### src/rtl/jsu_pkg.sv
// Shared types and constants for the JSON string unescaper.
package jsu_pkg;

  typedef enum logic [1:0] {
    OP_TEXT  = 2'd0,
    OP_END   = 2'd1,
    OP_START = 2'd2,
    OP_RSVD  = 2'd3
  } opcode_e;

  typedef enum logic [1:0] {
    ST_DATA  = 2'd0,
    ST_CLOSE = 2'd1,
    ST_ERR   = 2'd2
  } status_e;

  typedef enum logic [3:0] {
    ERR_NONE        = 4'd0,
    ERR_UNTERM_STR  = 4'd1,
    ERR_UNTERM_ESC  = 4'd2,
    ERR_UNKNOWN_ESC = 4'd3,
    ERR_NON_HEX     = 4'd4,
    ERR_TRUNC_U     = 4'd5,
    ERR_MISSING_U   = 4'd6,
    ERR_NOT_LOW     = 4'd7,
    ERR_LONE_LOW    = 4'd8,
    ERR_CTRL        = 4'd9
  } err_e;

  typedef enum logic [3:0] {
    PH_IDLE   = 4'd0,
    PH_STR    = 4'd1,
    PH_ESC    = 4'd2,
    PH_HEX1   = 4'd3,
    PH_NEEDBS = 4'd4,
    PH_NEEDU  = 4'd5,
    PH_HEX2   = 4'd6
  } phase_e;

  typedef enum logic [1:0] {
    JOB_BYTE  = 2'd0,
    JOB_UTF8  = 2'd1,
    JOB_CLOSE = 2'd2,
    JOB_ERR   = 2'd3
  } job_kind_e;

  localparam int unsigned CodeW = 21;

  // Work handed from the front to the back: one job gives one to four results.
  typedef struct packed {
    job_kind_e          kind;
    logic [CodeW-1:0]   code;   // code point, or the raw byte in the low bits
    err_e               err;
  } job_t;

  typedef struct packed {
    logic [1:0] opcode;
    logic [7:0] text_byte;
  } in_req_t;

  typedef struct packed {
    logic [7:0] data_byte;
    logic [1:0] status;
    logic [3:0] error_code;
    logic       last;
  } out_rsp_t;

  localparam int unsigned QDepth = 4;
  localparam int unsigned QAw    = 2;
  localparam int unsigned QCw    = 3;

  localparam logic [5:0]       SurrHiTag = 6'b110110;
  localparam logic [5:0]       SurrLoTag = 6'b110111;
  localparam logic [CodeW-1:0] PairBase  = 21'h10000;

endpackage

### src/rtl/jsu_fifo.sv
// Short job queue between the front and the back, held in flops.
module jsu_fifo (
  input  logic          clk_i,
  input  logic          rst_ni,
  input  logic          push_i,
  input  jsu_pkg::job_t push_job_i,
  input  logic          pop_i,
  output jsu_pkg::job_t head_o,
  output logic          empty_o,
  output logic          full_o
);
  import jsu_pkg::*;

  job_t             mem_q [QDepth];
  logic [QAw-1:0]   wr_ptr_q, wr_ptr_d;
  logic [QAw-1:0]   rd_ptr_q, rd_ptr_d;
  logic [QCw-1:0]   count_q, count_d;

  assign empty_o = (count_q == '0);
  assign full_o  = (count_q == QCw'(QDepth));
  assign head_o  = mem_q[rd_ptr_q];

  always_comb begin
    wr_ptr_d = push_i ? wr_ptr_q + 1'b1 : wr_ptr_q;
    rd_ptr_d = pop_i ? rd_ptr_q + 1'b1 : rd_ptr_q;
    count_d  = count_q;
    if (push_i && !pop_i) begin
      count_d = count_q + 1'b1;
    end else if (!push_i && pop_i) begin
      count_d = count_q - 1'b1;
    end
  end

  always_ff @(posedge clk_i or negedge rst_ni) begin
    if (!rst_ni) begin
      wr_ptr_q <= '0;
      rd_ptr_q <= '0;
      count_q  <= '0;
    end else begin
      wr_ptr_q <= wr_ptr_d;
      rd_ptr_q <= rd_ptr_d;
      count_q  <= count_d;
    end
  end

  always_ff @(posedge clk_i) begin
    if (push_i) begin
      mem_q[wr_ptr_q] <= push_job_i;
    end
  end

  a_no_overflow: assert property (@(posedge clk_i) disable iff (!rst_ni)
    push_i && !pop_i |-> !full_o) else $error("job queue overflow");
  a_no_underflow: assert property (@(posedge clk_i) disable iff (!rst_ni)
    pop_i |-> !empty_o) else $error("job queue underflow");
  a_count_range: assert property (@(posedge clk_i) disable iff (!rst_ni)
    count_q <= QCw'(QDepth)) else $error("job queue count out of range");

endmodule

### src/rtl/jsu_front.sv
// Front end: accepts requests, runs the escape state machine, queues jobs.
module jsu_front (
  input  logic             clk_i,
  input  logic             rst_ni,
  input  logic             accept_i,
  input  jsu_pkg::in_req_t req_i,
  output logic             push_o,
  output jsu_pkg::job_t    job_o
);
  import jsu_pkg::*;

  localparam logic [7:0] ChQuote  = 8'h22;
  localparam logic [7:0] ChBslash = 8'h5C;
  localparam logic [7:0] ChSlash  = 8'h2F;
  localparam logic [7:0] ChLowB   = 8'h62;
  localparam logic [7:0] ChLowF   = 8'h66;
  localparam logic [7:0] ChLowN   = 8'h6E;
  localparam logic [7:0] ChLowR   = 8'h72;
  localparam logic [7:0] ChLowT   = 8'h74;
  localparam logic [7:0] ChLowU   = 8'h75;
  localparam logic [7:0] CtrlLim  = 8'h20;

  phase_e      phase_q, phase_d;
  logic [1:0]  hex_cnt_q, hex_cnt_d;
  logic [15:0] accum_q, accum_d;
  logic [9:0]  high_q, high_d;

  opcode_e     op;
  logic [7:0]  c;
  logic        hex_ok;
  logic [3:0]  hex_val;
  logic [15:0] new_code;
  logic        hex_done;
  logic        is_hi, is_lo;

  assign op = opcode_e'(req_i.opcode);
  assign c  = req_i.text_byte;

  always_comb begin
    hex_ok  = 1'b1;
    hex_val = '0;
    if (c >= 8'h30 && c <= 8'h39) begin
      hex_val = c[3:0];
    end else if ((c >= 8'h61 && c <= 8'h66) || (c >= 8'h41 && c <= 8'h46)) begin
      hex_val = c[3:0] + 4'd9;
    end else begin
      hex_ok = 1'b0;
    end
  end

  assign new_code = {accum_q[11:0], hex_val};
  assign hex_done = (hex_cnt_q == 2'd3);
  assign is_hi    = (new_code[15:10] == SurrHiTag);
  assign is_lo    = (new_code[15:10] == SurrLoTag);

  // Next phase
  always_comb begin
    phase_d = phase_q;
    if (accept_i) begin
      unique case (op)
        OP_START: phase_d = PH_STR;
        OP_END:   phase_d = PH_IDLE;
        OP_RSVD:  phase_d = phase_q;
        OP_TEXT: begin
          unique case (phase_q)
            PH_STR: begin
              if (c == ChQuote || c < CtrlLim) begin
                phase_d = PH_IDLE;
              end else if (c == ChBslash) begin
                phase_d = PH_ESC;
              end
            end
            PH_ESC: begin
              unique case (c)
                ChQuote, ChBslash, ChSlash, ChLowB, ChLowF, ChLowN, ChLowR, ChLowT:
                  phase_d = PH_STR;
                ChLowU:  phase_d = PH_HEX1;
                default: phase_d = PH_IDLE;
              endcase
            end
            PH_HEX1: begin
              if (!hex_ok) begin
                phase_d = PH_IDLE;
              end else if (hex_done) begin
                phase_d = is_hi ? PH_NEEDBS : (is_lo ? PH_IDLE : PH_STR);
              end
            end
            PH_HEX2: begin
              if (!hex_ok) begin
                phase_d = PH_IDLE;
              end else if (hex_done) begin
                phase_d = is_lo ? PH_STR : PH_IDLE;
              end
            end
            PH_NEEDBS: phase_d = (c == ChBslash) ? PH_NEEDU : PH_IDLE;
            PH_NEEDU:  phase_d = (c == ChLowU) ? PH_HEX2 : PH_IDLE;
            default:   phase_d = PH_IDLE;
          endcase
        end
        default: phase_d = phase_q;
      endcase
    end
  end

  // Job and datapath registers
  always_comb begin
    push_o     = 1'b0;
    job_o.kind = JOB_BYTE;
    job_o.code = '0;
    job_o.err  = ERR_NONE;
    hex_cnt_d  = hex_cnt_q;
    accum_d    = accum_q;
    high_d     = high_q;
    if (accept_i) begin
      unique case (op)
        OP_START: begin
          hex_cnt_d = '0;
          accum_d   = '0;
          high_d    = '0;
        end
        OP_RSVD: ;
        OP_END: begin
          job_o.kind = JOB_ERR;
          push_o     = 1'b1;
          unique case (phase_q)
            PH_STR:             job_o.err = ERR_UNTERM_STR;
            PH_ESC:             job_o.err = ERR_UNTERM_ESC;
            PH_HEX1, PH_HEX2:   job_o.err = ERR_TRUNC_U;
            PH_NEEDBS, PH_NEEDU: job_o.err = ERR_MISSING_U;
            default:            push_o = 1'b0;
          endcase
        end
        OP_TEXT: begin
          unique case (phase_q)
            PH_STR: begin
              if (c == ChQuote) begin
                push_o     = 1'b1;
                job_o.kind = JOB_CLOSE;
              end else if (c == ChBslash) begin
                push_o = 1'b0;
              end else if (c < CtrlLim) begin
                push_o     = 1'b1;
                job_o.kind = JOB_ERR;
                job_o.err  = ERR_CTRL;
              end else begin
                push_o     = 1'b1;
                job_o.code = CodeW'(c);
              end
            end
            PH_ESC: begin
              push_o = 1'b1;
              unique case (c)
                ChQuote, ChBslash, ChSlash: job_o.code = CodeW'(c);
                ChLowB: job_o.code = CodeW'(8'h08);
                ChLowF: job_o.code = CodeW'(8'h0C);
                ChLowN: job_o.code = CodeW'(8'h0A);
                ChLowR: job_o.code = CodeW'(8'h0D);
                ChLowT: job_o.code = CodeW'(8'h09);
                ChLowU: begin
                  push_o    = 1'b0;
                  hex_cnt_d = '0;
                  accum_d   = '0;
                end
                default: begin
                  job_o.kind = JOB_ERR;
                  job_o.err  = ERR_UNKNOWN_ESC;
                end
              endcase
            end
            PH_HEX1, PH_HEX2: begin
              if (!hex_ok) begin
                push_o     = 1'b1;
                job_o.kind = JOB_ERR;
                job_o.err  = ERR_NON_HEX;
              end else begin
                accum_d   = new_code;
                hex_cnt_d = hex_cnt_q + 1'b1;   // wraps to zero after the fourth digit
                if (hex_done) begin
                  push_o     = 1'b1;
                  job_o.kind = JOB_UTF8;
                  if (phase_q == PH_HEX1) begin
                    job_o.code = CodeW'(new_code);
                    if (is_hi) begin
                      push_o = 1'b0;
                      high_d = new_code[9:0];
                    end else if (is_lo) begin
                      job_o.kind = JOB_ERR;
                      job_o.err  = ERR_LONE_LOW;
                    end
                  end else begin
                    job_o.code = {1'b0, high_q, new_code[9:0]} + PairBase;
                    if (!is_lo) begin
                      job_o.kind = JOB_ERR;
                      job_o.err  = ERR_NOT_LOW;
                    end
                  end
                end
              end
            end
            PH_NEEDBS: begin
              if (c != ChBslash) begin
                push_o     = 1'b1;
                job_o.kind = JOB_ERR;
                job_o.err  = ERR_MISSING_U;
              end
            end
            PH_NEEDU: begin
              if (c != ChLowU) begin
                push_o     = 1'b1;
                job_o.kind = JOB_ERR;
                job_o.err  = ERR_MISSING_U;
              end else begin
                hex_cnt_d = '0;
                accum_d   = '0;
              end
            end
            default: ;
          endcase
        end
        default: ;
      endcase
    end
  end

  always_ff @(posedge clk_i or negedge rst_ni) begin
    if (!rst_ni) begin
      phase_q   <= PH_IDLE;
      hex_cnt_q <= '0;
      accum_q   <= '0;
      high_q    <= '0;
    end else begin
      phase_q   <= phase_d;
      hex_cnt_q <= hex_cnt_d;
      accum_q   <= accum_d;
      high_q    <= high_d;
    end
  end

  a_err_goes_idle: assert property (@(posedge clk_i) disable iff (!rst_ni)
    push_o && job_o.kind == JOB_ERR |=> phase_q == PH_IDLE)
    else $error("front not idle after error");
  a_hex_count_only_in_hex: assert property (@(posedge clk_i) disable iff (!rst_ni)
    hex_cnt_q != 2'd0 |-> phase_q == PH_HEX1 || phase_q == PH_HEX2 || phase_q == PH_IDLE)
    else $error("hex digit count outside a unicode escape");
  a_push_only_on_accept: assert property (@(posedge clk_i) disable iff (!rst_ni)
    push_o |-> accept_i)
    else $error("job queued without an accepted request");

endmodule

### src/rtl/jsu_back.sv
// Back end: expands queued jobs into result items through an output register.
module jsu_back (
  input  logic              clk_i,
  input  logic              rst_ni,
  input  jsu_pkg::job_t     head_i,
  input  logic              empty_i,
  output logic              pop_o,
  output logic              out_valid_o,
  input  logic              out_ready_i,
  output jsu_pkg::out_rsp_t out_rsp_o
);
  import jsu_pkg::*;

  logic       out_valid_q, out_valid_d;
  out_rsp_t   out_q, out_d;
  logic [1:0] idx_q, idx_d;

  logic [CodeW-1:0] code;
  logic [1:0]       len_m1;
  logic [1:0]       remain;
  logic             load;
  logic             res_last;
  logic [5:0]       chunk;

  assign code = head_i.code;

  always_comb begin
    if (code[20:16] != '0) begin
      len_m1 = 2'd3;
    end else if (code[15:11] != '0) begin
      len_m1 = 2'd2;
    end else if (code[10:7] != '0) begin
      len_m1 = 2'd1;
    end else begin
      len_m1 = 2'd0;
    end
  end

  assign remain = len_m1 - idx_q;

  always_comb begin
    unique case (remain)
      2'd0: chunk = code[5:0];
      2'd1: chunk = code[11:6];
      2'd2: chunk = code[17:12];
      2'd3: chunk = {3'b000, code[20:18]};
      default: chunk = '0;
    endcase
  end

  // Result for the current position of the head job
  always_comb begin
    out_d.data_byte  = '0;
    out_d.status     = ST_DATA;
    out_d.error_code = ERR_NONE;
    res_last         = 1'b1;
    unique case (head_i.kind)
      JOB_BYTE:  out_d.data_byte = code[7:0];
      JOB_CLOSE: out_d.status = ST_CLOSE;
      JOB_ERR: begin
        out_d.status     = ST_ERR;
        out_d.error_code = head_i.err;
      end
      JOB_UTF8: begin
        res_last = (remain == 2'd0);
        if (idx_q != 2'd0) begin
          out_d.data_byte = {2'b10, chunk};
        end else begin
          unique case (len_m1)
            2'd0: out_d.data_byte = {1'b0, code[6:0]};
            2'd1: out_d.data_byte = {3'b110, code[10:6]};
            2'd2: out_d.data_byte = {4'b1110, code[15:12]};
            2'd3: out_d.data_byte = {5'b11110, code[20:18]};
            default: out_d.data_byte = '0;
          endcase
        end
      end
      default: ;
    endcase
    out_d.last = res_last;
  end

  assign load  = !empty_i && (!out_valid_q || out_ready_i);
  assign pop_o = load && res_last;

  always_comb begin
    out_valid_d = out_valid_q;
    idx_d       = idx_q;
    if (load) begin
      out_valid_d = 1'b1;
      idx_d       = res_last ? 2'd0 : idx_q + 1'b1;
    end else if (out_ready_i) begin
      out_valid_d = 1'b0;
    end
  end

  always_ff @(posedge clk_i or negedge rst_ni) begin
    if (!rst_ni) begin
      out_valid_q <= 1'b0;
      idx_q       <= '0;
    end else begin
      out_valid_q <= out_valid_d;
      idx_q       <= idx_d;
    end
  end

  always_ff @(posedge clk_i) begin
    if (load) begin
      out_q <= out_d;
    end
  end

  assign out_valid_o = out_valid_q;
  assign out_rsp_o   = out_q;

  a_mid_job_head_held: assert property (@(posedge clk_i) disable iff (!rst_ni)
    idx_q != 2'd0 |-> !empty_i) else $error("queue emptied in the middle of a job");
  a_nondata_is_last: assert property (@(posedge clk_i) disable iff (!rst_ni)
    out_valid_o && out_rsp_o.status != ST_DATA |-> out_rsp_o.last)
    else $error("close or error result not marked last");
  a_utf8_index_bound: assert property (@(posedge clk_i) disable iff (!rst_ni)
    !empty_i && head_i.kind == JOB_UTF8 |-> idx_q <= len_m1)
    else $error("UTF-8 byte index past sequence length");

endmodule

### src/rtl/json_string_unescape_utf8.sv
// Top level of the JSON string unescaper with UTF-8 output.
//
//  channel | direction | handshake                  | payload
//  in      | input     | in_valid_i / in_ready_o    | in_req_i  (opcode, text_byte)
//  out     | output    | out_valid_o / out_ready_i  | out_rsp_o (data_byte, status,
//          |           |                            |   error_code, last)
//
// One request per cycle is taken while the job queue has room; each request is
// decoded combinationally by the front state machine as it is accepted.
// The back end delivers one result per cycle while out_ready_i is high: a job
// gives one to four results, so a code point above 0x7F holds the queue head
// until its last byte is loaded. Results pass the job queue, then the output register.
// Reset returns to idle (ignoring bytes) with the queue and output register empty.
// A stalled output fills the four-entry queue, after which in_ready_o drops.
module json_string_unescape_utf8 (
  input  logic              clk_i,
  input  logic              rst_ni,
  input  logic              in_valid_i,
  output logic              in_ready_o,
  input  jsu_pkg::in_req_t  in_req_i,
  output logic              out_valid_o,
  input  logic              out_ready_i,
  output jsu_pkg::out_rsp_t out_rsp_o
);
  import jsu_pkg::*;

  logic q_full, q_empty, q_push, q_pop;
  job_t push_job, head_job;
  logic accept;

  assign in_ready_o = !q_full;
  assign accept     = in_valid_i && !q_full;

  jsu_front u_front (
    .clk_i    (clk_i),
    .rst_ni   (rst_ni),
    .accept_i (accept),
    .req_i    (in_req_i),
    .push_o   (q_push),
    .job_o    (push_job)
  );

  jsu_fifo u_fifo (
    .clk_i      (clk_i),
    .rst_ni     (rst_ni),
    .push_i     (q_push),
    .push_job_i (push_job),
    .pop_i      (q_pop),
    .head_o     (head_job),
    .empty_o    (q_empty),
    .full_o     (q_full)
  );

  jsu_back u_back (
    .clk_i       (clk_i),
    .rst_ni      (rst_ni),
    .head_i      (head_job),
    .empty_i     (q_empty),
    .pop_o       (q_pop),
    .out_valid_o (out_valid_o),
    .out_ready_i (out_ready_i),
    .out_rsp_o   (out_rsp_o)
  );

endmodule

### config.mk
export PLATFORM = sky130hd
export DESIGN_NAME = json_string_unescape_utf8
export DESIGN_NICKNAME = d
export VERILOG_FILES = /design/src/rtl/jsu_pkg.sv /design/src/rtl/jsu_fifo.sv /design/src/rtl/jsu_front.sv /design/src/rtl/jsu_back.sv /design/src/rtl/json_string_unescape_utf8.sv
export SDC_FILE = /design/constraint.sdc
export NUM_CORES = 1
export LEC_CHECK = 0
export ABC_AREA = 1
export BUFFER_PORTS_ARGS = -buffer_cell sky130_fd_sc_hd__buf_4
export CAP_MARGIN = 10
export CORE_MARGIN = 3
export CORE_UTILIZATION = 40
export CTS_CLUSTER_DIAMETER = 100
export DETAILED_ROUTE_END_ITERATION = 7
export GPL_TIMING_DRIVEN = 1
export PLACE_DENSITY = 0.67
export SLEW_MARGIN = 5
export SYNTH_ARGS = -nofsm -noshare
export SYNTH_HDL_FRONTEND = slang
export SYNTH_HIERARCHICAL = 1
export SYNTH_SLANG_ARGS = --single-unit
### constraint.sdc
create_clock -name clk_i -period 3.65 [get_ports clk_i]
set_clock_uncertainty 0.05 [all_clocks]
set_input_delay 0.73 -clock clk_i [delete_from_list [all_inputs] [get_ports clk_i]]
set_output_delay 0.73 -clock clk_i [all_outputs]
set_load 0.03 [all_outputs]
==> impl.org, run 1 <==
** Status
- The flow ran to the end, and the final reports show no timing, DRC or antenna violations.

** Power
- Cell Pwr Density :: approximately 730 nW/um2
- Leakage power total :: roughly 4.4 nW
- The worst-case IR drop observed on VDD is ~0.36 mV.

** Critical path
- Slack of the worst reg-to-reg path :: slightly above 0.09 ns
- Top cell by count, worst path :: nand2_1
- Maximum net fanout on the critical path :: 8
- Crit-path max cell delay :: between 0.5 and 0.6 ns
- Buffering stage count on the worst path with inverters included :: 7
- For the worst setup path, the data required time is around 3.9 ns.
- For the worst flop-to-flop path, the logic depth is 26.
- The worst setup path is of the reg2reg kind.
- The endpoint identified for the worst register-to-register timing path is u_fifo/count_q[2].
- The worst setup path is captured at a flip-flop.
- For the worst setup path, the data arrival time is 3.83 ns.
- Among cell families on the critical path, the largest total delay comes from simple AND/OR/NAND/NOR gates.
- Worst Setup Start Kind :: flip-flop
- Source of the worst register-to-register timing path :: u_fifo/rd_ptr_q[0]
- Max stage delay cell, worst path :: dfrtp_2

** Placed design
- # port buffers :: 30
- RePlAce Congestion :: between 0.9 and 1
- OpenSTA, run right after detailed placement, puts the worst setup slack at slightly above 0.03 ns.
- Half-perimeter wire length after placement :: 14100 um
- Placed inst area :: just over 9000 um2

** Floorplanning
- Die height :: between 150 and 200 um
- For this configuration, the core starts out at a cell density of 0.409.
- Total number of placement rows :: 53
- During I/O placement, the number of pins put on the boundary was 31.
- Die Footprint :: approximately 23000 um2
- Placeable Area :: 21100 um2
- The floorplan step set the die width to roughly 150 um.

** Clocking
- CTS tree :: done
- Root cell of the clock tree :: clkbuf_16
- Clock Latency Late Sink :: around 0.42 ns
- CTS saw between 150 and 200 sinks.
- After clock tree synthesis, the clock-pin slew on the worst setup and hold paths is 0.07 ns.
- Maximum level of the CTS H-tree :: 4
- Buffers from clock root to sink, at most :: 2
- The number of clock buffers added by TritonCTS is 17.

** Synthesis
- The Yosys step of the flow raised 6 warnings.
- Number of distinct library cell variants in the gate-level netlist after synthesis :: 43
- Of the total synthesized cell area, the portion taken by AND, OR, NAND and NOR gates is 0.226.
- Of the synthesized area, sequential elements account for 0.536.
- Combinational family with the most area after synthesis :: simple AND/OR/NAND/NOR gates
- The post-synthesis compound-gate area fraction is 0.110.
- Of the total synthesized cell area, the portion taken by XOR and XNOR cells is 0.00610.
- The number of nets in the synthesized netlist is approximately 960.
- Of all flip-flops after synthesis, the portion carrying an async set or reset was 0.231.
- After synthesis the cells add up to 8620 um2.
- Counting flops with a built-in enable in the synthesized netlist gives roughly 120.
- Synthesis inferred 160 register bits.
- Avg Synthesized Cell Area :: just over 9 um2
- Of the post-synthesis cell area, the part taken by muxes is 0.
- Adder-cell share of the synthesized area :: 0.0212
- Post-synthesis cell count :: ~940
- The most used flip-flop cell after synthesis is edfxtp_1.

** Detailed routing
- Number of vias after detailed routing :: roughly 6500
- After detailed routing, the average wire length per cell comes to roughly 16 um.
- Post-detailed-routing wire length :: 20300 um
- In this run, the number of DRC markers left after iteration 0 of detailed routing was 399.
- Via count normalized by instance count :: ~5.1
- Antenna-violating nets left :: 0
- TritonRoute pass-1 iters :: 5
- In the routed design, unresolved DRC markers number 0.

** STA
- Post-layout min period :: between 3 and 4 ns
- Across all setup checks in the final design, the least slack found is ~0.094 ns.
- The number of hold-slack violations in the final timing report was 0.
- At the pin with the least slew margin, the transition time is between 0.6 and 0.7 ns.
- Hold WS :: approximately 0.22 ns
- Setup violations remaining at the end of the flow were counted as 0.
- In this run the tightest slew margin relative to its limit is 0.544.
- The number of max-slew violations in the final report came to 0.
- In the finished design, the share of the clock period the worst path needs comes to 0.974.
- Based on the critical path, the design can be clocked at up to between 0.2 and 0.3 GHz.

** Global routing
- In the global route stage, overall resource usage came out at 0.170.
- The number of global-route vias before repair came to between 6000 and 7000.
- The first global-routing pass estimated 31900 um of wire.
- Largest net degree at the start of global routing :: 42
- Final global-route overflow total :: 0
- Antenna violations before repair :: 0

** Finish
- Leaving out fill and tap cells, the most frequent cell in the layout is nand2_1.
- In the final layout, the share of cells above drive strength 1 is 0.183.
- The library cells used most frequently in the layout, excluding fill and tap cells, are 239 x nand2_1, 150 x inv_1, 123 x edfxtp_1.
- Count of fill cells added during filler insertion :: approximately 1900
- Layout Cell Area excl Fill :: a little over 10000 um2
- The number of antenna diodes in the final layout is 0.
- Summing all multi-input logic gate instances after layout gives about 3200 um2.
- Signed area change from the synthesized netlist to the final layout :: 17.3%
- In the final layout, flip-flops and latches occupy 4620 um2.
- The net count of the finished layout is 1027.

** Worst hold path
- The tightest min-delay check is of the in2async type.

** Run
- Across the run, the number of max-cap violations was 0.
==> cells in the mapped netlist (3+ instances only) <==
cell type | instances | area (um2)
xor2_1 | 4 | 35.0
a211oi_1 | 6 | 45.0
nor2_4 | 4 | 45.0
ha_1 | 13 | 163
buf_6 | 15 | 169
a21oi_1 | 25 | 125
o211ai_1 | 58 | 435
nand3_1 | 57 | 285
edfxtp_1 | 123 | 3690
nand3_4 | 4 | 70.1
o21ai_1 | 13 | 65.1
nand3_2 | 3 | 30.0
nand2_4 | 5 | 56.3
buf_4 | 4 | 30.0
o21ai_2 | 12 | 105
nand2_1 | 242 | 908
inv_2 | 9 | 33.8
nand4_1 | 7 | 43.8
nor2_1 | 61 | 229
buf_2 | 5 | 25.0
inv_1 | 157 | 589
nor2_2 | 5 | 31.3
nand2_2 | 11 | 68.8
nor3_1 | 6 | 30.0
dfrtp_1 | 37 | 926
o21ai_0 | 26 | 130
==> routing by layer <==
layer  vias up  track usage  share of wire
met5         -            0              0
met4         0       0.0484          0.015
met3        24       0.0338          0.050
met2       205        0.277           0.48
met1      3079        0.233           0.45
li1       3227            -              -
==> state kept, by name, summed over array words and instances, names as in the netlist, 3 cells and up <==
signal / flops
u_fifo/count_q: 3
u_front/accum_q: 12
u_front/phase_q: 3
u_fifo/mem_q: 108
u_back/out_rsp_o: 15
u_front/high_q: 10
==> worst reg2reg max path: stages (launching register included) <==
cell       delay [ns]
dfrtp_2          0.57
clkbuf_16        0.23
nand2_1          0.06
o211ai_1         0.09
nand2_1          0.12
inv_1            0.07
nand2_1          0.13
nor2_8           0.14
inv_1            0.05
a21oi_2          0.11
ha_2             0.24
xnor2_4          0.15
inv_2            0.08
nand2_4          0.10
nand2_8          0.07
nand2_8          0.07
inv_4            0.05
nor2_4           0.14
nor2_4           0.06
inv_2            0.06
ha_4             0.15
inv_4            0.04
fa_2             0.38
nand2_2          0.09
nand3_2          0.07
nand2_1          0.05
nand2_1          0.04
==> report_power, final <==
| group | internal, mW | leakage, nW | switching [mW] |
|---|---|---|---|
| sequential | 2.28 | 1.63 | 0.161 |
| combinational | 1.11 | 2.48 | 1.97 |
| clock | 1.10 | 0.299 | 0.757 |
==> cells by family (layout without fill, tap and decap cells) <==
| logic type | count (synthesis) | after routing |
|---|---|---|
| simple gates | 416 | 416 |
| buf+inv | 194 | 270 |
| flops | 160 | 160 |
| compound gates | 146 | 146 |
| fa+ha+maj | 14 | 14 |
| xor+xnor | 6 | 6 |
==> through the flow <==
step	utilization	power, mW	std cells	setup TNS, ns
floorplan	-	4.46	936	0
global placement	0.436	5.14	1235	0
detailed placement	0.436	5.18	1235	0
CTS	0.466	7.05	1267	0
global route	0.480	7.87	1287	-0.130
finish	0.480	7.38	1287	0
==> timing repair <==
action / 4_1_cts / 5_1_grt
gates resized for setup: 0 / 25
endpoints found under the setup margin: 0 / 2
hold buffers: 0 / 0
buffers inserted: 0 / 16
==> final cells by class <==
| cell class | instances | area share |
|---|---|---|
| Clock buffer | 17 | 0.0421 |
| Clock inverter | 15 | 0.0195 |
| Inverter | 168 | 0.0631 |
| Multi-Input combinational cell | 582 | 0.318 |
| Sequential cell | 160 | 0.457 |
| Tap cell | 275 | 0.0340 |
| Timing Repair Buffer | 70 | 0.0662 |
==> how the worst max path moves through the flow <==
stage,cells after the start,end,start
detailed placement,22,u_fifo/count_q[1],u_fifo/rd_ptr_q[0]
CTS,22,u_fifo/count_q[1],u_fifo/rd_ptr_q[0]
global route,26,u_fifo/count_q[2],u_fifo/rd_ptr_q[0]
global placement,24,u_fifo/count_q[2],u_fifo/rd_ptr_q[0]
floorplan,25,u_fifo/count_q[2],u_fifo/rd_ptr_q[0]
finish,26,u_fifo/count_q[2],u_fifo/rd_ptr_q[0]
No activity file was read; power rests on OpenSTA's default activity.
==> inputs of run 2 (changes only) <==
SETUP_SLACK_MARGIN = 0.4   (was not set)
==> run 2 against run 1 <==
Via count rose by 1.7%. Global-route usage rose by 0.73 points. Wire length up 1.8%. Combinational power is 10% higher. Critical path type unchanged. Largest cell class unchanged. Largest power group unchanged.
==> impl.org, run 2 (synthesized netlist as in run 1, its figures left out) <==
** STA
- Derived from the worst setup path, the maximum achievable clock frequency is between 0.2 and 0.3 GHz.
- After layout, the minimum clock period comes to approximately 3.4 ns.
- Setup_tns :: 0 ns
- At the pin with the least slew margin, the transition time is roughly 0.65 ns.
- Rel. slew slack :: 0.563
- Setup violations remaining at the end of the flow were counted as 0.
- Ratio of final minimum period to clock period :: 0.945
- Setup repair after global routing could not meet its margin everywhere.
- Final-report max-slew violation count :: 0
- Once routing completed, OpenROAD measured the worst setup slack at approximately 0.2 ns.
- The number of hold-slack violations in the final timing report came to 0.

** Power
- The share of total power dissipated in the clock network is 0.241.
- Of the total power, combinational logic draws 0.443.
- Total power draw :: between 7 and 8 mW
- Cell internal pwr :: around 4.7 mW
- In this run the power density over the cells is between 700 and 800 nW/um2.
- Leakage power total :: between 4 and 5 nW
- Of the total power, the share spent switching nets is 0.388.
- Summed over all nets, the switching power comes to about 3 mW.
- The share of total power dissipated in sequential elements is 0.317.
- Max rail drop VDD :: ~0.4 mV

** Run
- Number of violations of the max-capacitance limit :: 0

** Floorplanning
- After floorplanning, the core was sized to cover roughly 21000 um2.
- The die is ~150 um wide.
- In this run the vertical extent of the chip is about 150 um.
- Starting density of the core :: 0.409
- Die Footprint :: around 23000 um2
- Total number of placement rows :: between 50 and 60
- Pin placement for this block handled 31 I/O pins.

** Global routing
- Total GRT Usage :: 0.177
- Largest net degree at the start of global routing :: 55
- Wire length of the first global-routing pass :: 33200 um
- Global routing finished with a remaining overflow of 0.
- Antenna violations before repair :: 1
- The number of global-route vias before repair is ~6400.

** Finish
- Leaving out filler cells and counting taps, the final layout contains around 1300.
- Most used cells in the layout excluding fill and tap cells :: 238 x nand2_1, 150 x inv_1, 123 x edfxtp_1
- Final Net Count :: approximately 1000
- Most frequent standard cell in the layout excluding fill and tap cells :: nand2_1
- Of the cells placed in the final design, the portion with a size suffix greater than 1 is 0.199.
- Max reg flops :: ~110
- 0 antenna diodes ended up in the layout.
- Largest Register :: u_fifo/mem_q
- Multi-input combinational cell area :: between 3000 and 4000 um2
- Final core utilization :: 0.487
- In the final layout, flip-flops and latches occupy about 4600 um2.
- Count of fill cells added during filler insertion :: slightly below 2000
- The area growth from synthesis to layout is 19.1%.

** Status
- Run status :: finished clean

** Critical path
- Arrival time reported for the critical path endpoint :: ~3.7 ns
- Worst Path Class, Setup :: reg2reg
- Worst Path Required :: a little under 4 ns
- The worst setup path is launched from a flip-flop.
- CP Capture Type :: flip-flop
- Of all nets on the critical path, the largest fanout is 21.
- Counting stages on the worst path, the most repeated cell is nand2_1.
- Crit-path max cell delay :: 0.46 ns
- Max stage delay cell, worst path :: dfrtp_2

** Detailed routing
- After detailed routing, the average wire length per cell comes to ~16 um.
- In the routed design, unresolved DRC markers number 0.
- Dividing the detail-routed via count by the number of cells gives between 5 and 6.
- Before antenna repair, the detailed router went through 5 iterations.
- Antenna-violating nets left :: 0
- Number of vias after detailed routing :: 6646
- The detailed router finished its first iteration with between 500 and 600 violations.
- Post-detailed-routing wire length :: 20700 um

** Placed design
- Routability-driven placement finished with a final weighted congestion of roughly 0.94.
- Place WS :: 0.128 ns
- # port buffers :: 30
- In this run, placement finished with an instance count of approximately 1200.
- Detailed placement ended at an HPWL of about 14000 um.

** Clocking
- Buffers inserted during clock tree synthesis total 17.
- Clock tree synthesis selected as its root buffer the cell clkbuf_16.
- Clock-pin slew was measured on the worst setup and hold paths at about 0.07 ns.
- TritonCTS sink count :: 160
- Number of buffers inserted by hold repair at cts :: 0
- Buffers from clock root to sink, at most :: 2
- The clock tree synthesis step divided the H-tree into 4 levels.
- For the worst-skew pair, the clock arrives at the later sink with an insertion delay of ~0.44 ns.
- CTS tree :: done

** Worst hold path
- The tightest min-delay check is of the in2async type.
[run 2: final timing paths]
check                                      from              endpoint  slack [ns]  cells past startpoint
max                          u_fifo/rd_ptr_q[0]     u_fifo/count_q[2]        0.20                     25
max in group asynchronous                rst_ni    u_fifo/rd_ptr_q[0]        2.91                      1
max reg2reg                  u_fifo/rd_ptr_q[0]     u_fifo/count_q[2]        0.20                     25
min reg2reg                u_front/hex_cnt_q[0]  u_front/hex_cnt_q[0]        0.44                      1
min                                      rst_ni     u_fifo/count_q[1]        0.23                      1
min in group clk_i         u_front/hex_cnt_q[0]  u_front/hex_cnt_q[0]        0.44                      1
[run 2: timing repair]
action / CTS / global route
buffers inserted: 30 / 3
gates resized for setup: 15 / 18
pin swaps: 27 / 20
gates cloned: 2 / 1
endpoints found under the setup margin: 2 / 8
[run 2: metrics by stage]
stage	hold WS (ns)	cell area [um2]
6_report	0.230	10300
5_1_grt	0.256	10300
4_1_cts	0.249	10100
3_5_place_dp	0.432	9200
3_3_place_gp	0.421	9200
2_1_floorplan	0.384	8650
[run 2: area by class of cell]
type | instances | share of cell area
Clock inverter | 14 | 0.0173
Inverter | 168 | 0.0624
Clock buffer | 18 | 0.0418
Sequential cell | 160 | 0.450
Tap cell | 275 | 0.0335
Multi-Input combinational cell | 582 | 0.315
Timing Repair Buffer | 84 | 0.0797
[run 2: layer usage]
layer,global-route usage,part of all wire
met5,0,0.00087
met4,0.0594,0.026
met3,0.0403,0.056
met2,0.286,0.48
met1,0.239,0.44
[run 2: power by group through the flow]
stage	Clock [mW]	Combinational, mW	Sequential, mW
floorplan	0	1.87	2.61
global placement	0	2.73	2.45
detailed placement	0	2.73	2.45
CTS	1.87	3.18	2.42
global route	1.96	3.70	2.45
finish	1.84	3.39	2.42
[run 2: worst max-delay path, delay by kind of cell (launching register included)]
family | cells | cell delay (ns)
DFF | 1 | 0.46
adders and majority gates | 3 | 0.70
AOI/OAI and AO/OA | 2 | 0.23
and+or+nand+nor | 12 | 1.14
xor gates and xnor gates | 1 | 0.21
buffers and inverters | 7 | 0.57
==> inputs of run 3 (changes only) <==
SYNTH_HIERARCHICAL = not set   (was 1)
==> run 3 against run 2 <==
Total power fell by 0.12%. Hold slack better by 0.0040 ns. Design area shrank 1.5%. Global-route usage up 0.90 points. Count of clock-buffer cells in the layout grew 1. Via count fell by 1.7%. Critical endpoint is now u_fifo.count_q[2]. Largest cell class unchanged. Largest power group unchanged. Highest routed layer is now met4.
==> impl.org, run 3 <==
** Synthesis
- Count leader, synth :: nand2_1
- Biggest area contributors in the synthesized netlist :: edfxtp_1 45%, dfrtp_1 11%, nand2_1 10%
- Of the total synthesized cell area, the portion taken by full adders, half adders and majority gates is 0.0222.
- Counting every net in the synthesized netlist gives just over 900.
- After synthesis, the share of cell area in mux cells is 0.
- Among all flip-flop cells after synthesis, the most frequent one is edfxtp_1.
- Number of distinct library cell variants in the gate-level netlist after synthesis :: 51
- Synthesis inferred 160 register bits.
- Post-synthesis cell count :: between 800 and 900
- Yosys mapped a number of flops with a built-in enable equal to roughly 120.
- Top cell type's share of synthesized area :: 0.448
- Top post-synthesis cells by count :: 227 x nand2_1, 123 x edfxtp_1, 97 x nor2_1, 87 x inv_1, 65 x nand3_1
- During synthesis, Yosys emitted a total of 0 warnings.
- Of the total synthesized cell area, the portion taken by AND, OR, NAND and NOR gates is 0.252.
- For this run, asynchronously set or reset flops after synthesis account for 0.231.
- Combinational family with the most area after synthesis :: simple AND/OR/NAND/NOR gates
- Avg Synthesized Cell Area :: about 9 um2
- Share of the synthesized area in compound gates (AO/OA/AOI/OAI) :: 0.0922
- Sequential share of the synthesized area :: 0.561
- Post-synth top area cell :: edfxtp_1
- Fraction of synthesized cell area in xor and xnor cells :: 0.00532
- Summing every instance area after synthesis gives just over 8000 um2.

** Finish
- Area used by sequential logic in the layout :: about 4600 um2
- After routing the design area is between 10000 and 15000 um2.
- Excluding fillers, the count of instances in the completed layout stands at 1249.
- Summing all multi-input logic gate instances after layout gives between 3000 and 4000 um2.
- Count of fill cells added during filler insertion :: about 1700
- The library cells used most frequently in the layout, excluding fill and tap cells, are 198 x nand2_1, 123 x edfxtp_1, 91 x nor2_1.
- Most frequent standard cell in the layout excluding fill and tap cells :: nand2_1
- Of the cells placed in the final design, the portion with a size suffix greater than 1 is 0.244.
- Largest Register :: u_fifo.mem_q
- The register with the most flip-flops in the layout has roughly 110 of them.
- Signed area change from the synthesized netlist to the final layout :: 22.7%
- The repair_antennas step left the layout with diodes totalling 0.
- After the last flow step, the layout net total stands at roughly 1000.

** STA
- Unrepaired setup endpoints after global routing :: yes
- Post-layout min period :: ~3.2 ns
- Final setup slack of the worst path :: slightly above 0.4 ns
- Derived from the worst setup path, the maximum achievable clock frequency is about 0.31 GHz.
- After routing, the total negative slack on setup checks comes to 0 ns.
- Hold Fails Final Rpt :: 0
- Finish-stage setup viols :: 0
- The number of max-slew violations in the final report is 0.
- Of the available clock period, the critical path in the final layout requires 0.888.
- Measured slew at the worst slew-check pin :: slightly below 1 ns
- The worst pin sits at a relative slew slack of 0.353.

** Floorplanning
- Total number of placement rows :: 51
- The floorplan step set the die width to 150 um.
- The die covers 22400 um2.
- The die is between 100 and 150 um tall.
- Starting density of the core :: 0.415
- For this design the top-level I/O count stands at 31.
- The core region is ~20000 um2.

** Detailed routing
- Remaining DRCs :: 0
- In the routed layout, each cell is associated on average with a via count of 5.23.
- The first detailed-routing pass took 7 iterations.
- After detailed routing, the average wire length per cell comes to 16.8 um.
- The final layout contains routed wiring with a total length of 21000 um.
- In this run, the number of DRC markers left after iteration 0 of detailed routing was 558.
- Antenna-violating nets left :: 0
- Number of vias after detailed routing :: 6536

** Global routing
- Summed over all layers, the global routing overflow is 0.
- The first global-routing pass estimated roughly 32000 um of wire.
- The number of antenna violations at the first check in global routing was 0.
- Across every metal layer, demand over resource in global routing totals 0.186.
- Entering global routing, the biggest net connects 38 pins.
- The number of global-route vias before repair came to around 6200.

** Placed design
- Place WS :: 0.155 ns
- RePlAce Congestion :: approximately 0.92
- # port buffers :: 30
- After detailed placement, the design holds a cell count of 1186.
- In this run the cell area measured after placement is between 8000 and 9000 um2.
- Once detailed placement completed, the half-perimeter wirelength came to roughly 14000 um.

** Status
- The run finished with clean final reports.

** Critical path
- The critical path in this run is classified as reg2reg.
- Slack of the worst reg-to-reg path :: between 0.4 and 0.5 ns
- Worst Path Required :: about 3.9 ns
- In this run the critical register-to-register path is captured at u_fifo.count_q[2].
- The worst setup path is launched from a flip-flop.
- Maximum net fanout on the critical path :: 8
- The worst register-to-register path begins at u_fifo.rd_ptr_q[0].
- STA classifies the critical path endpoint as a flip-flop.
- At the worst endpoint, the arrival time is 3.51 ns.
- The worst register-to-register path has a depth of 24.

** Power
- For this design the total switching power over the nets is between 3 and 4 mW.
- Total power draw :: roughly 7.6 mW
- Of the total power, registers draw 0.312.
- Clock share of power :: 0.237
- The worst-case IR drop observed on VDD is 0.417 mV.
- Combinational fraction of design power :: 0.452
- Of the total power, the share spent switching nets is 0.395.
- Cell internal pwr :: between 4 and 5 mW
- The analysis attributes to cell leakage a power of 4.30 nW.
- Cell Pwr Density :: roughly 760 nW/um2

** Clocking
- Number of buffers inserted by hold repair at cts :: 0
- Root cell of the clock tree :: clkbuf_16
- After clock tree synthesis, the clock-pin slew on the worst setup and hold paths is roughly 0.07 ns.
- TritonCTS sink count :: between 150 and 200
- Maximum level of the CTS H-tree :: 4
- Cts bufs inserted :: 17
- TritonCTS built the clock tree.
- Clock latency on the worst-skew pair, taken at its later pin, is roughly 0.43 ns.
- Buffers from clock root to sink, at most :: 2

** Worst hold path
- The min-delay analysis places its worst path in the category in2async.

** Run
- Number of violations of the max-capacitance limit :: 0
## run 3: worst max-delay path by stage
| stage | slack (ns) | cells past startpoint | from | endpoint |
|---|---|---|---|---|
| floorplan | 0.17 | 11 | in_req_i[0] | u_fifo.mem_q[2][0] |
| global placement | 0.18 | 17 | in_req_i[0] | u_fifo.count_q[1] |
| detailed placement | 0.16 | 17 | in_req_i[0] | u_fifo.count_q[1] |
| CTS | 0.40 | 24 | u_fifo.rd_ptr_q[0] | u_fifo.count_q[2] |
| global route | 0.26 | 23 | u_fifo.rd_ptr_q[0] | u_fifo.count_q[2] |
| finish | 0.41 | 24 | u_fifo.rd_ptr_q[0] | u_fifo.count_q[2] |
## run 3: cell type report
cell class / count / share of cell area
timing repair buffer: 86 / 0.0788
tap: 265 / 0.0328
clock buffer: 19 / 0.0438
clock inverter: 13 / 0.0150
sequential: 160 / 0.457
multi-input combinational: 607 / 0.334
inverter: 99 / 0.0382
## run 3: power groups by stage
stage	Sequential (mW)	Combinational (mW)	Clock, mW
global placement	2.39	2.65	0
finish	2.38	3.45	1.81
CTS	2.36	2.84	1.83
global route	2.40	3.76	1.92
floorplan	2.56	1.82	0
detailed placement	2.39	2.67	0
## run 3: metal layers
metal,vias to the layer above,global-route usage,wire length [um]
met1,3148,0.247,9040
met5,-,0,0
met4,0,0.0609,378
met2,199,0.310,10600
li1,3162,-,-
met3,27,0.0363,1010
## run 3: stage by stage
stage	hold slack (ns)	utilization
after floorplan	0.384	-
after global placement	0.417	0.447
after detailed placement	0.428	0.447
after CTS	0.247	0.482
after global routing	0.261	0.509
final	0.234	0.509
## run 3: worst max-delay path: stages (launching register included)
cell and delay (ns):
dfrtp_2 0.47, inv_8 0.09, buf_12 0.15, nand2_1 0.06, nand3_2 0.07, nand2_2 0.12, nand3_4 0.08, inv_2 0.07
nand2_4 0.07, nor2_4 0.08, nor2_2 0.04, ha_2 0.17, xor2_2 0.15, buf_4 0.15, nand2_4 0.08, nand2_4 0.06
nand2_4 0.07, nand2_4 0.07, nand2_4 0.09, ha_4 0.14, inv_4 0.04, fa_2 0.39, a21oi_2 0.14, o21ai_1 0.08
xor2_1 0.16
## run 3: logic make-up after synthesis
| family | count (synthesis) |
|---|---|
| flops | 160 |
| fa+ha+maj | 14 |
| buf+inv | 125 |
| xor+xnor | 5 |
| compound gates | 130 |
| simple gates | 458 |
## run 3: timing repair
item / CTS / global route
pin swaps: 1 / 31
gates resized for setup: 17 / 73
cloned: 1 / 5
endpoints found under the setup margin: 2 / 2
setup buffers: 3 / 22
